File: src/nlc_pkg.sv
// ---------------------------------------------------------------------------
// nlc_pkg: shared definitions for the numeric literal classifier
// Phase and verdict codes, character constants and the per-token state type.
// ---------------------------------------------------------------------------
`default_nettype none

package nlc_pkg;

  // Token phases
  localparam logic [1:0] PH_LEAD  = 2'd0;
  localparam logic [1:0] PH_MINUS = 2'd1;
  localparam logic [1:0] PH_BODY  = 2'd2;
  localparam logic [1:0] PH_DONE  = 2'd3;

  // Verdict codes
  localparam logic [1:0] V_NONE  = 2'd0;
  localparam logic [1:0] V_INT   = 2'd1;
  localparam logic [1:0] V_FLOAT = 2'd2;
  localparam logic [1:0] V_ERR   = 2'd3;

  // Character codes
  localparam logic [7:0] CH_E     = 8'h65;
  localparam logic [7:0] CH_X     = 8'h78;
  localparam logic [7:0] CH_POINT = 8'h2E;
  localparam logic [7:0] CH_A     = 8'h61;
  localparam logic [7:0] CH_F     = 8'h66;
  localparam logic [7:0] CH_MINUS = 8'h2D;
  localparam logic [7:0] CH_ZERO  = 8'h30;
  localparam logic [7:0] CH_NINE  = 8'h39;
  localparam logic [7:0] CH_SPACE = 8'h20;
  localparam logic [7:0] CH_TAB   = 8'h09;
  localparam logic [7:0] CH_CR    = 8'h0D;

  // Reset value of the exponent mode register
  localparam logic ALLOW_EXP_RESET = 1'b1;

  // State carried from one character of a token to the next
  typedef struct packed {
    logic [1:0] phase;
    logic       seen_point;
    logic       seen_hex_marker;
    logic       seen_exponent;
    logic       prev_was_point;
    logic [1:0] early_verdict;
  } tok_state_t;

  localparam tok_state_t TOK_CLEAR = '{
    phase:           PH_LEAD,
    seen_point:      1'b0,
    seen_hex_marker: 1'b0,
    seen_exponent:   1'b0,
    prev_was_point:  1'b0,
    early_verdict:   V_NONE
  };

  // Result of classifying one character
  typedef struct packed {
    tok_state_t state_next;
    logic [1:0] verdict;
  } step_res_t;

endpackage

`default_nettype wire

File: src/nlc_in_if.sv
// ---------------------------------------------------------------------------
// nlc_in_if: character input channel
// Carries one token character and its final-character flag.
// ---------------------------------------------------------------------------
`default_nettype none

interface nlc_in_if;
  logic       valid;
  logic       ready;
  logic [7:0] ch;
  logic       last;

  modport source (output valid, output ch, output last, input ready);
  modport sink   (input valid, input ch, input last, output ready);
endinterface

`default_nettype wire

File: src/nlc_out_if.sv
// ---------------------------------------------------------------------------
// nlc_out_if: verdict output channel
// Carries one verdict per completed token.
// ---------------------------------------------------------------------------
`default_nettype none

interface nlc_out_if;
  logic       valid;
  logic       ready;
  logic [1:0] verdict;

  modport source (output valid, output verdict, input ready);
  modport sink   (input valid, input verdict, output ready);
endinterface

`default_nettype wire

File: src/nlc_cfg_if.sv
// ---------------------------------------------------------------------------
// nlc_cfg_if: configuration write channel
// Carries the write data of the exponent mode register.
// ---------------------------------------------------------------------------
`default_nettype none

interface nlc_cfg_if;
  logic valid;
  logic ready;
  logic data;

  modport source (output valid, output data, input ready);
  modport sink   (input valid, input data, output ready);
endinterface

`default_nettype wire

File: src/nlc_step.sv
// ---------------------------------------------------------------------------
// nlc_step: one-character classification step
// Computes the next token state and, for a final character, the verdict.
// ---------------------------------------------------------------------------
`default_nettype none

module nlc_step (
  input  wire logic [7:0]          ch,
  input  wire logic                last,
  input  wire logic                allow_exponent,
  input  wire nlc_pkg::tok_state_t state_cur,
  output nlc_pkg::step_res_t       res
);

  nlc_pkg::tok_state_t upd;
  logic is_digit;
  logic is_space;
  logic is_hex_letter;

  // Decode the character classes
  assign is_digit      = (ch >= nlc_pkg::CH_ZERO) && (ch <= nlc_pkg::CH_NINE);
  assign is_space      = (ch == nlc_pkg::CH_SPACE) ||
                         ((ch >= nlc_pkg::CH_TAB) && (ch <= nlc_pkg::CH_CR));
  assign is_hex_letter = (ch >= nlc_pkg::CH_A) && (ch <= nlc_pkg::CH_F);

  // Advance the token state for this character
  always_comb begin
    upd = state_cur;
    unique case (state_cur.phase)
      nlc_pkg::PH_LEAD: begin
        if (is_space) begin
          upd.phase = nlc_pkg::PH_LEAD;
        end else if (ch == nlc_pkg::CH_MINUS) begin
          upd.phase = nlc_pkg::PH_MINUS;
        end else if (is_digit) begin
          upd.phase = nlc_pkg::PH_BODY;
        end else begin
          upd.phase         = nlc_pkg::PH_DONE;
          upd.early_verdict = nlc_pkg::V_NONE;
        end
      end
      nlc_pkg::PH_MINUS: begin
        if (is_digit) begin
          upd.phase = nlc_pkg::PH_BODY;
        end else begin
          upd.phase         = nlc_pkg::PH_DONE;
          upd.early_verdict = nlc_pkg::V_NONE;
        end
      end
      nlc_pkg::PH_BODY: begin
        upd.prev_was_point = 1'b0;
        priority if (is_digit) begin
          upd.phase = nlc_pkg::PH_BODY;
        end else if (state_cur.seen_hex_marker && is_hex_letter) begin
          upd.phase = nlc_pkg::PH_BODY;
        end else if (allow_exponent && (ch == nlc_pkg::CH_E)) begin
          if (state_cur.seen_exponent) begin
            upd.phase         = nlc_pkg::PH_DONE;
            upd.early_verdict = nlc_pkg::V_ERR;
          end else begin
            upd.seen_exponent = 1'b1;
            upd.seen_point    = 1'b1;
          end
        end else if (!state_cur.seen_hex_marker && (ch == nlc_pkg::CH_X)) begin
          upd.seen_hex_marker = 1'b1;
        end else if (!state_cur.seen_point && (ch == nlc_pkg::CH_POINT)) begin
          upd.seen_point     = 1'b1;
          upd.prev_was_point = 1'b1;
        end else begin
          upd.phase         = nlc_pkg::PH_DONE;
          upd.early_verdict = nlc_pkg::V_NONE;
        end
      end
      nlc_pkg::PH_DONE: begin
        upd.phase = nlc_pkg::PH_DONE;
      end
      default: begin
        upd = state_cur;
      end
    endcase
  end

  // Grade the token from the updated state; clear it at the final character
  always_comb begin
    priority if (upd.phase == nlc_pkg::PH_DONE) begin
      res.verdict = upd.early_verdict;
    end else if (upd.phase != nlc_pkg::PH_BODY) begin
      res.verdict = nlc_pkg::V_NONE;
    end else if (upd.prev_was_point) begin
      res.verdict = nlc_pkg::V_NONE;
    end else if (upd.seen_point) begin
      res.verdict = nlc_pkg::V_FLOAT;
    end else begin
      res.verdict = nlc_pkg::V_INT;
    end
    res.state_next = last ? nlc_pkg::TOK_CLEAR : upd;
  end

endmodule

`default_nettype wire

File: src/nlc_out_stage.sv
// ---------------------------------------------------------------------------
// nlc_out_stage: verdict output register
// Holds one verdict until the receiver takes it; refills in the same cycle.
// ---------------------------------------------------------------------------
`default_nettype none

module nlc_out_stage (
  input  wire logic       clk,
  input  wire logic       rst,
  input  wire logic       load,
  input  wire logic [1:0] verdict_in,
  output logic            space,
  nlc_out_if.source       dout
);

  logic       out_valid;
  logic [1:0] out_verdict;

  // Room for a new verdict when empty or emptying this cycle
  assign space = !out_valid || dout.ready;

  // Track occupancy
  always_ff @(posedge clk) begin
    if (rst) begin
      out_valid <= 1'b0;
    end else if (space) begin
      out_valid <= load;
    end
  end

  // Capture the verdict
  always_ff @(posedge clk) begin
    if (load && space) begin
      out_verdict <= verdict_in;
    end
  end

  assign dout.valid   = out_valid;
  assign dout.verdict = out_verdict;

  // A load offered without room would be lost
  a_no_overrun: assert property (@(posedge clk) disable iff (rst)
    load |-> space)
    else $error("nlc_out_stage: verdict loaded while register full");

  // A stalled verdict stays in place
  a_hold_stall: assert property (@(posedge clk) disable iff (rst)
    (out_valid && !dout.ready) |=> (out_valid && $stable(out_verdict)))
    else $error("nlc_out_stage: stalled verdict changed");

  // Verdict shows up in the cycle after a load
  a_load_shows: assert property (@(posedge clk) disable iff (rst)
    (load && space) |=> out_valid)
    else $error("nlc_out_stage: loaded verdict not presented");

endmodule

`default_nettype wire

File: src/numeric_literal_classifier_core.sv
// ---------------------------------------------------------------------------
// numeric_literal_classifier_core: numeric literal classifier
// Classifies a character stream token by token as integer, float or not a
// number.
//
// Usage:
//   din  : one character per transfer (ch, last); last marks a token's end.
//   dout : one verdict per token (0 none, 1 integer, 2 float, 3 double 'e').
//   cfg  : write of allow_exponent (bit 0); always ready, write only when
//          no token is in flight.
// Throughput: one character per cycle unless a final character waits on a full
//   verdict register, set by the combinational state update between the input
//   register and the verdict register. A final character's verdict passes from
//   the input register through the verdict register onto dout.
// Stall: a held verdict stops only final characters; other characters keep
//   flowing. din.ready drops once a final character waits in the input
//   register behind a full output register.
// Reset: clears the token state and both pipeline registers, and sets
//   allow_exponent to 1.
// ---------------------------------------------------------------------------
`default_nettype none

module numeric_literal_classifier_core (
  input  wire logic  clk,
  input  wire logic  rst,
  nlc_cfg_if.sink    cfg,
  nlc_in_if.sink     din,
  nlc_out_if.source  dout
);

  logic                allow_exponent;
  logic                s1_valid;
  logic [7:0]          s1_ch;
  logic                s1_last;
  logic                s1_adv;
  logic                out_space;
  nlc_pkg::tok_state_t tok;
  nlc_pkg::step_res_t  step;

  // Configuration register, written in any cycle
  assign cfg.ready = 1'b1;

  always_ff @(posedge clk) begin
    if (rst) begin
      allow_exponent <= nlc_pkg::ALLOW_EXP_RESET;
    end else if (cfg.valid) begin
      allow_exponent <= cfg.data;
    end
  end

  // Advance the input register; final characters need output room
  assign s1_adv    = s1_valid && (!s1_last || out_space);
  assign din.ready = !s1_valid || s1_adv;

  always_ff @(posedge clk) begin
    if (rst) begin
      s1_valid <= 1'b0;
    end else if (din.ready) begin
      s1_valid <= din.valid;
    end
  end

  always_ff @(posedge clk) begin
    if (din.ready && din.valid) begin
      s1_ch   <= din.ch;
      s1_last <= din.last;
    end
  end

  // Classify the held character
  nlc_step u_step (
    .ch             (s1_ch),
    .last           (s1_last),
    .allow_exponent (allow_exponent),
    .state_cur      (tok),
    .res            (step)
  );

  // Update the token state on each processed character
  always_ff @(posedge clk) begin
    if (rst) begin
      tok <= nlc_pkg::TOK_CLEAR;
    end else if (s1_adv) begin
      tok <= step.state_next;
    end
  end

  // Verdict register
  nlc_out_stage u_out (
    .clk        (clk),
    .rst        (rst),
    .load       (s1_adv && s1_last),
    .verdict_in (step.verdict),
    .space      (out_space),
    .dout       (dout)
  );

  // A token ends with the state back at its start
  a_tok_clear: assert property (@(posedge clk) disable iff (rst)
    (s1_adv && s1_last) |=> (tok == nlc_pkg::TOK_CLEAR))
    else $error("core: token state not cleared after final character");

  // The early verdict is only set once the token is decided
  a_early_idle: assert property (@(posedge clk) disable iff (rst)
    (tok.phase != nlc_pkg::PH_DONE) |-> (tok.early_verdict == nlc_pkg::V_NONE))
    else $error("core: early verdict set in undecided token");

  // Only a final character waiting on a full output register blocks input
  a_block_cause: assert property (@(posedge clk) disable iff (rst)
    !din.ready |-> (s1_valid && s1_last && dout.valid && !dout.ready))
    else $error("core: input blocked without a stalled verdict");

  // Hex-marker or point flags imply the token reached its body
  a_flags_body: assert property (@(posedge clk) disable iff (rst)
    (tok.seen_hex_marker || tok.seen_point) |->
      (tok.phase == nlc_pkg::PH_BODY || tok.phase == nlc_pkg::PH_DONE))
    else $error("core: body flags set before the body");

endmodule

`default_nettype wire

File: src/flat_wrapper.sv
// flat-port wrapper written by rule: the top's interface ports become plain ports
module numeric_literal_classifier_core_flat 
  (clk, rst, cfg_valid, cfg_data, cfg_ready, din_valid, din_ch, din_last, din_ready, dout_valid, dout_verdict, dout_ready);
  nlc_cfg_if cfg_i ();
  nlc_in_if din_i ();
  nlc_out_if dout_i ();
  input  wire logic clk;
  input  wire logic rst;
  input wire logic [$bits(cfg_i.valid)-1:0] cfg_valid;
  input wire logic [$bits(cfg_i.data)-1:0] cfg_data;
  output wire logic [$bits(cfg_i.ready)-1:0] cfg_ready;
  input wire logic [$bits(din_i.valid)-1:0] din_valid;
  input wire logic [$bits(din_i.ch)-1:0] din_ch;
  input wire logic [$bits(din_i.last)-1:0] din_last;
  output wire logic [$bits(din_i.ready)-1:0] din_ready;
  output wire logic [$bits(dout_i.valid)-1:0] dout_valid;
  output wire logic [$bits(dout_i.verdict)-1:0] dout_verdict;
  input wire logic [$bits(dout_i.ready)-1:0] dout_ready;
  assign cfg_i.valid = cfg_valid;
  assign cfg_i.data = cfg_data;
  assign cfg_ready = cfg_i.ready;
  assign din_i.valid = din_valid;
  assign din_i.ch = din_ch;
  assign din_i.last = din_last;
  assign din_ready = din_i.ready;
  assign dout_valid = dout_i.valid;
  assign dout_verdict = dout_i.verdict;
  assign dout_i.ready = dout_ready;
  numeric_literal_classifier_core u_core (.clk(clk), .rst(rst), .cfg(cfg_i), .din(din_i), .dout(dout_i));
endmodule
File: config.mk
export PLATFORM = sky130hd
export DESIGN_NAME = numeric_literal_classifier_core_flat
export DESIGN_NICKNAME = d
export VERILOG_FILES = /design/src/nlc_pkg.sv /design/src/nlc_in_if.sv /design/src/nlc_out_if.sv /design/src/nlc_cfg_if.sv /design/src/nlc_step.sv /design/src/nlc_out_stage.sv /design/src/numeric_literal_classifier_core.sv /design/src/flat_wrapper.sv
export SDC_FILE = /design/constraint.sdc
export NUM_CORES = 1
export LEC_CHECK = 0
export ABC_CLOCK_PERIOD_IN_PS = 5000
export BUFFER_PORTS_ARGS = -buffer_cell sky130_fd_sc_hd__buf_2
export CAP_MARGIN = 20
export CORE_ASPECT_RATIO = 1.1
export CORE_UTILIZATION = 35
export CTS_CLUSTER_DIAMETER = 30
export DETAILED_ROUTE_END_ITERATION = 8
export PLACE_DENSITY_LB_ADDON = 0.12
export SLEW_MARGIN = 20
export SYNTH_ARGS = -nofsm -noshare
export SYNTH_HDL_FRONTEND = slang
export SYNTH_SLANG_ARGS = --single-unit
File: constraint.sdc
create_clock -name clk -period 5 [get_ports clk]
set_input_delay 1.25 -clock clk [delete_from_list [all_inputs] [get_ports clk]]
set_output_delay 1.25 -clock clk [all_outputs]
set_load 0.005 [all_outputs]
==> results.yml <==
status:
  status: "finished clean"
synth:
  ys_async_sr_fraction_pct: 0
  synthCells: 132
  syn_area_mm2: 0.00127
  synth-seq-area-share_pct: 43.4
  synth_edf_count: 11
  synth_ff_type: "edfxtp_1"
  synth.distinct_cells: 48
  synth-seq-cells: 22
  syn_nets: 147
  yosys_warnings: 0
  avgSynthCellArea_um2: 9.60
global_route:
  grt_usage_pct: 15.4
  overflow: 0
  first_global_vias: 979
  grt_pass1_wl_um: 4440
  antenna_found_initial: 0
  grt_max_degree: 13
floorplanning:
  die_x_um: 59.4
  floorplan.initialDensity_pct: 37.4
  dieArea_mm2: 0.00387
  core-area_mm2: 0.00339
  io_pins: 20
  die_h_um: 65.1
  row_count: 22
critical_path:
  worst_path_largest_cell_delay_ps: 220
  cp-start-kind: "primary input"
  slowest_stage: "nor2b_1"
  end_kind: "output port"
  crit_buf_inv: 2
  reg2reg_from: "u_core.s1_ch[2]$_DFFE_PP_"
  r2r_slack_ps: 2930
  crit_family: "simple AND/OR/NAND/NOR gates"
  crit_type: "primary input to output port"
  rr_endpoint: "u_core.u_out.dout.verdict[0]$_DFFE_PP_"
  critical_path_peak_fanout: 4
  crit_chain: "buf_2, nor2b_1, nand3_1, buf_2"
  path_common_cell: "buf_2"
  worst_ep_arrival_time_ps: 1840
  r2r_cells: 6
  required_ps: 3750
final_layout:
  num_antenna_cells: 0
  final_layout_size_suffix_gt1_share_pct: 21.8
  final_util_pct: 41.5
  n_fill_cell: 345
  syn2layout_area_growth_pct: 11.0
  final_common_cell: "buf_2"
  nets: 163
  layout_common_cells: "buf_2, nand2_1, nor2_1, dfxtp_1, edfxtp_1"
hold_path:
  min-delay-path-class: "register to register"
  hold_start: "u_core.tok[2]$_SDFFE_PP0P_"
  min_to: "u_core.tok[2]$_SDFFE_PP0P_"
  hold_depth: 2
detailed_routing:
  first_pass_iters: 4
  drt-total-wl_um: 2570
  wl_per_cell_um: 13.2
  viasPerCell: 5.35
  drt_iter0_drc: 29
  drcViolationCount: 0
  ant_nets: 0
  vias: 1043
clock_tree:
  cts_hold_buf: 0
  cts_tree: "yes"
  cts-buffers-inserted: 3
  cts.repair.resized: 0
  clock_path_buffers: 2
  clock-sinks: 22
  cts_root_buf: "clkbuf_4"
  clk_pin_slew_worst_paths_ps: 120
  insertion_delay_ps: 300
  cts_htree_levels: 1
  cts_setup_buffers: 0
timing:
  hold_violations: 0
  setup_tns_ps: 0
  maxSlewViolCount: 0
  fin_hold_ws_ps: 498
  slew_headroom_pct: 41.7
  worst_pin_slew_ps: 870
  fin_skew_ps: 8.84
  clock.fmax_mhz: 323
  min_period_ps: 3090
  rsz0062_at_grt: "no"
  post-route-period-util_pct: 61.9
  setup_violations: 0
placement:
  portBuffers: 18
  dpl.hpwl_um: 2010
  globalplace.congestion: 0.914
job:
  timing.max_cap.violations: 0
power_and_ir_drop:
  peakVddDrop_v: 0.000144
  leakage_nw: 0.527
  power.density_mw_per_mm2: 238
  p_total_uw: 335
==> final cells by class <==
class / instances / area, um2 / share of cell area, %
multi-input cells: 101 / 662 / 47.1
well taps: 48 / 60.1 / 4.27
flip-flops and latches: 22 / 551 / 39.1
repair buffers: 18 / 90.1 / 6.41
clock buffers: 4 / 36.3 / 2.58
inverters: 2 / 7.51 / 0.534
==> worst reg2reg max path, cell delays in order, from the launching register on <==
cell      delay, ps
edfxtp_1        540
or4bb_1         590
nand2_1         100
o211ai_1        200
a21oi_1         280
o22ai_1         120
mux2i_1         130
==> where the power goes <==
group / leakage (nW) / internal [mW] / total (mW) / switching, mW
registers: 0.199 / 0.196 / 0.207 / 0.0104
clock network: 0.0210 / 0.0444 / 0.0966 / 0.0522
logic: 0.307 / 0.0145 / 0.0311 / 0.0166
total: 0.527 / 0.255 / 0.335 / 0.0792
==> kinds of logic after synthesis <==
logic type / count (synthesis) / share of synthesized area (%)
buffers and inverters: 9 / 4.34
DFF: 22 / 43.4
AOI/OAI and AO/OA: 31 / 16.2
muxes: 2 / 1.58
and+or+nand+nor: 67 / 34.2
other: 1 / 0.296
==> worst max path at each step <==
stage / slack [ps] / to / cells after the start / start
after global routing: 1870 / din_ready / 4 / dout_ready
after global placement: 1950 / din_ready / 4 / dout_ready
after CTS: 1920 / din_ready / 4 / dout_ready
after floorplan: 2190 / din_ready / 2 / dout_ready
after detailed placement: 1930 / din_ready / 4 / dout_ready
final: 1910 / din_ready / 4 / dout_ready
==> registers in the layout, summed over array words and instances (netlist names) <==
signal,cells
u_core.allow_exponent,1
u_core.s1_last,1
u_core.s1_valid,1
u_core.tok,8
u_core.u_out.dout.verdict,2
u_core.s1_ch,8
u_core.u_out.dout.valid,1
==> through the flow <==
step	cell area (um2)	instances	worst slack, ps
6_report	1410	195	1910
5_1_grt	1410	195	1870
4_1_cts	1410	195	1920
3_5_place_dp	1370	191	1930
3_3_place_gp	1370	191	1950
2_1_floorplan	1270	132	2190
==> cell usage after synthesis, types with 2 or more instances <==
cell type | n | share of area [%]
a21oi_1 | 5 | 2.0
a22oi_1 | 2 | 1.2
a31oi_1 | 3 | 1.5
and2_4 | 2 | 1.4
and3_1 | 3 | 1.5
buf_2 | 2 | 0.79
buf_6 | 2 | 1.8
clkbuf_1 | 2 | 0.59
dfxtp_1 | 11 | 17
edfxtp_1 | 11 | 26
inv_1 | 2 | 0.59
mux2i_1 | 2 | 1.6
nand2_1 | 13 | 3.9
nand2b_1 | 2 | 0.99
nand3_1 | 4 | 1.6
nand3b_1 | 3 | 1.8
nand4b_1 | 2 | 1.4
nor2_1 | 12 | 3.6
nor2b_1 | 6 | 3.0
nor3_1 | 2 | 0.79
nor4_1 | 2 | 0.99
nor4b_1 | 3 | 2.1
o21a_1 | 2 | 1.2
o21ai_0 | 4 | 1.6
o21ai_1 | 5 | 2.0
o221ai_1 | 2 | 1.4
o22ai_1 | 2 | 0.99
==> layer usage <==
metal / GRT usage [%] / wire length (um) / part of all wire [%] / up-vias
met1: 19.9 / 1150 / 45 / 486
met3: 2.76 / 118 / 4.6 / 4
met5: 0 / 0 / 0 / -
met4: 5.95 / 31 / 1.2 / 0
li1: - / - / - / 523
met2: 25.1 / 1270 / 50 / 30
No activity file was read; power rests on OpenSTA's default activity.
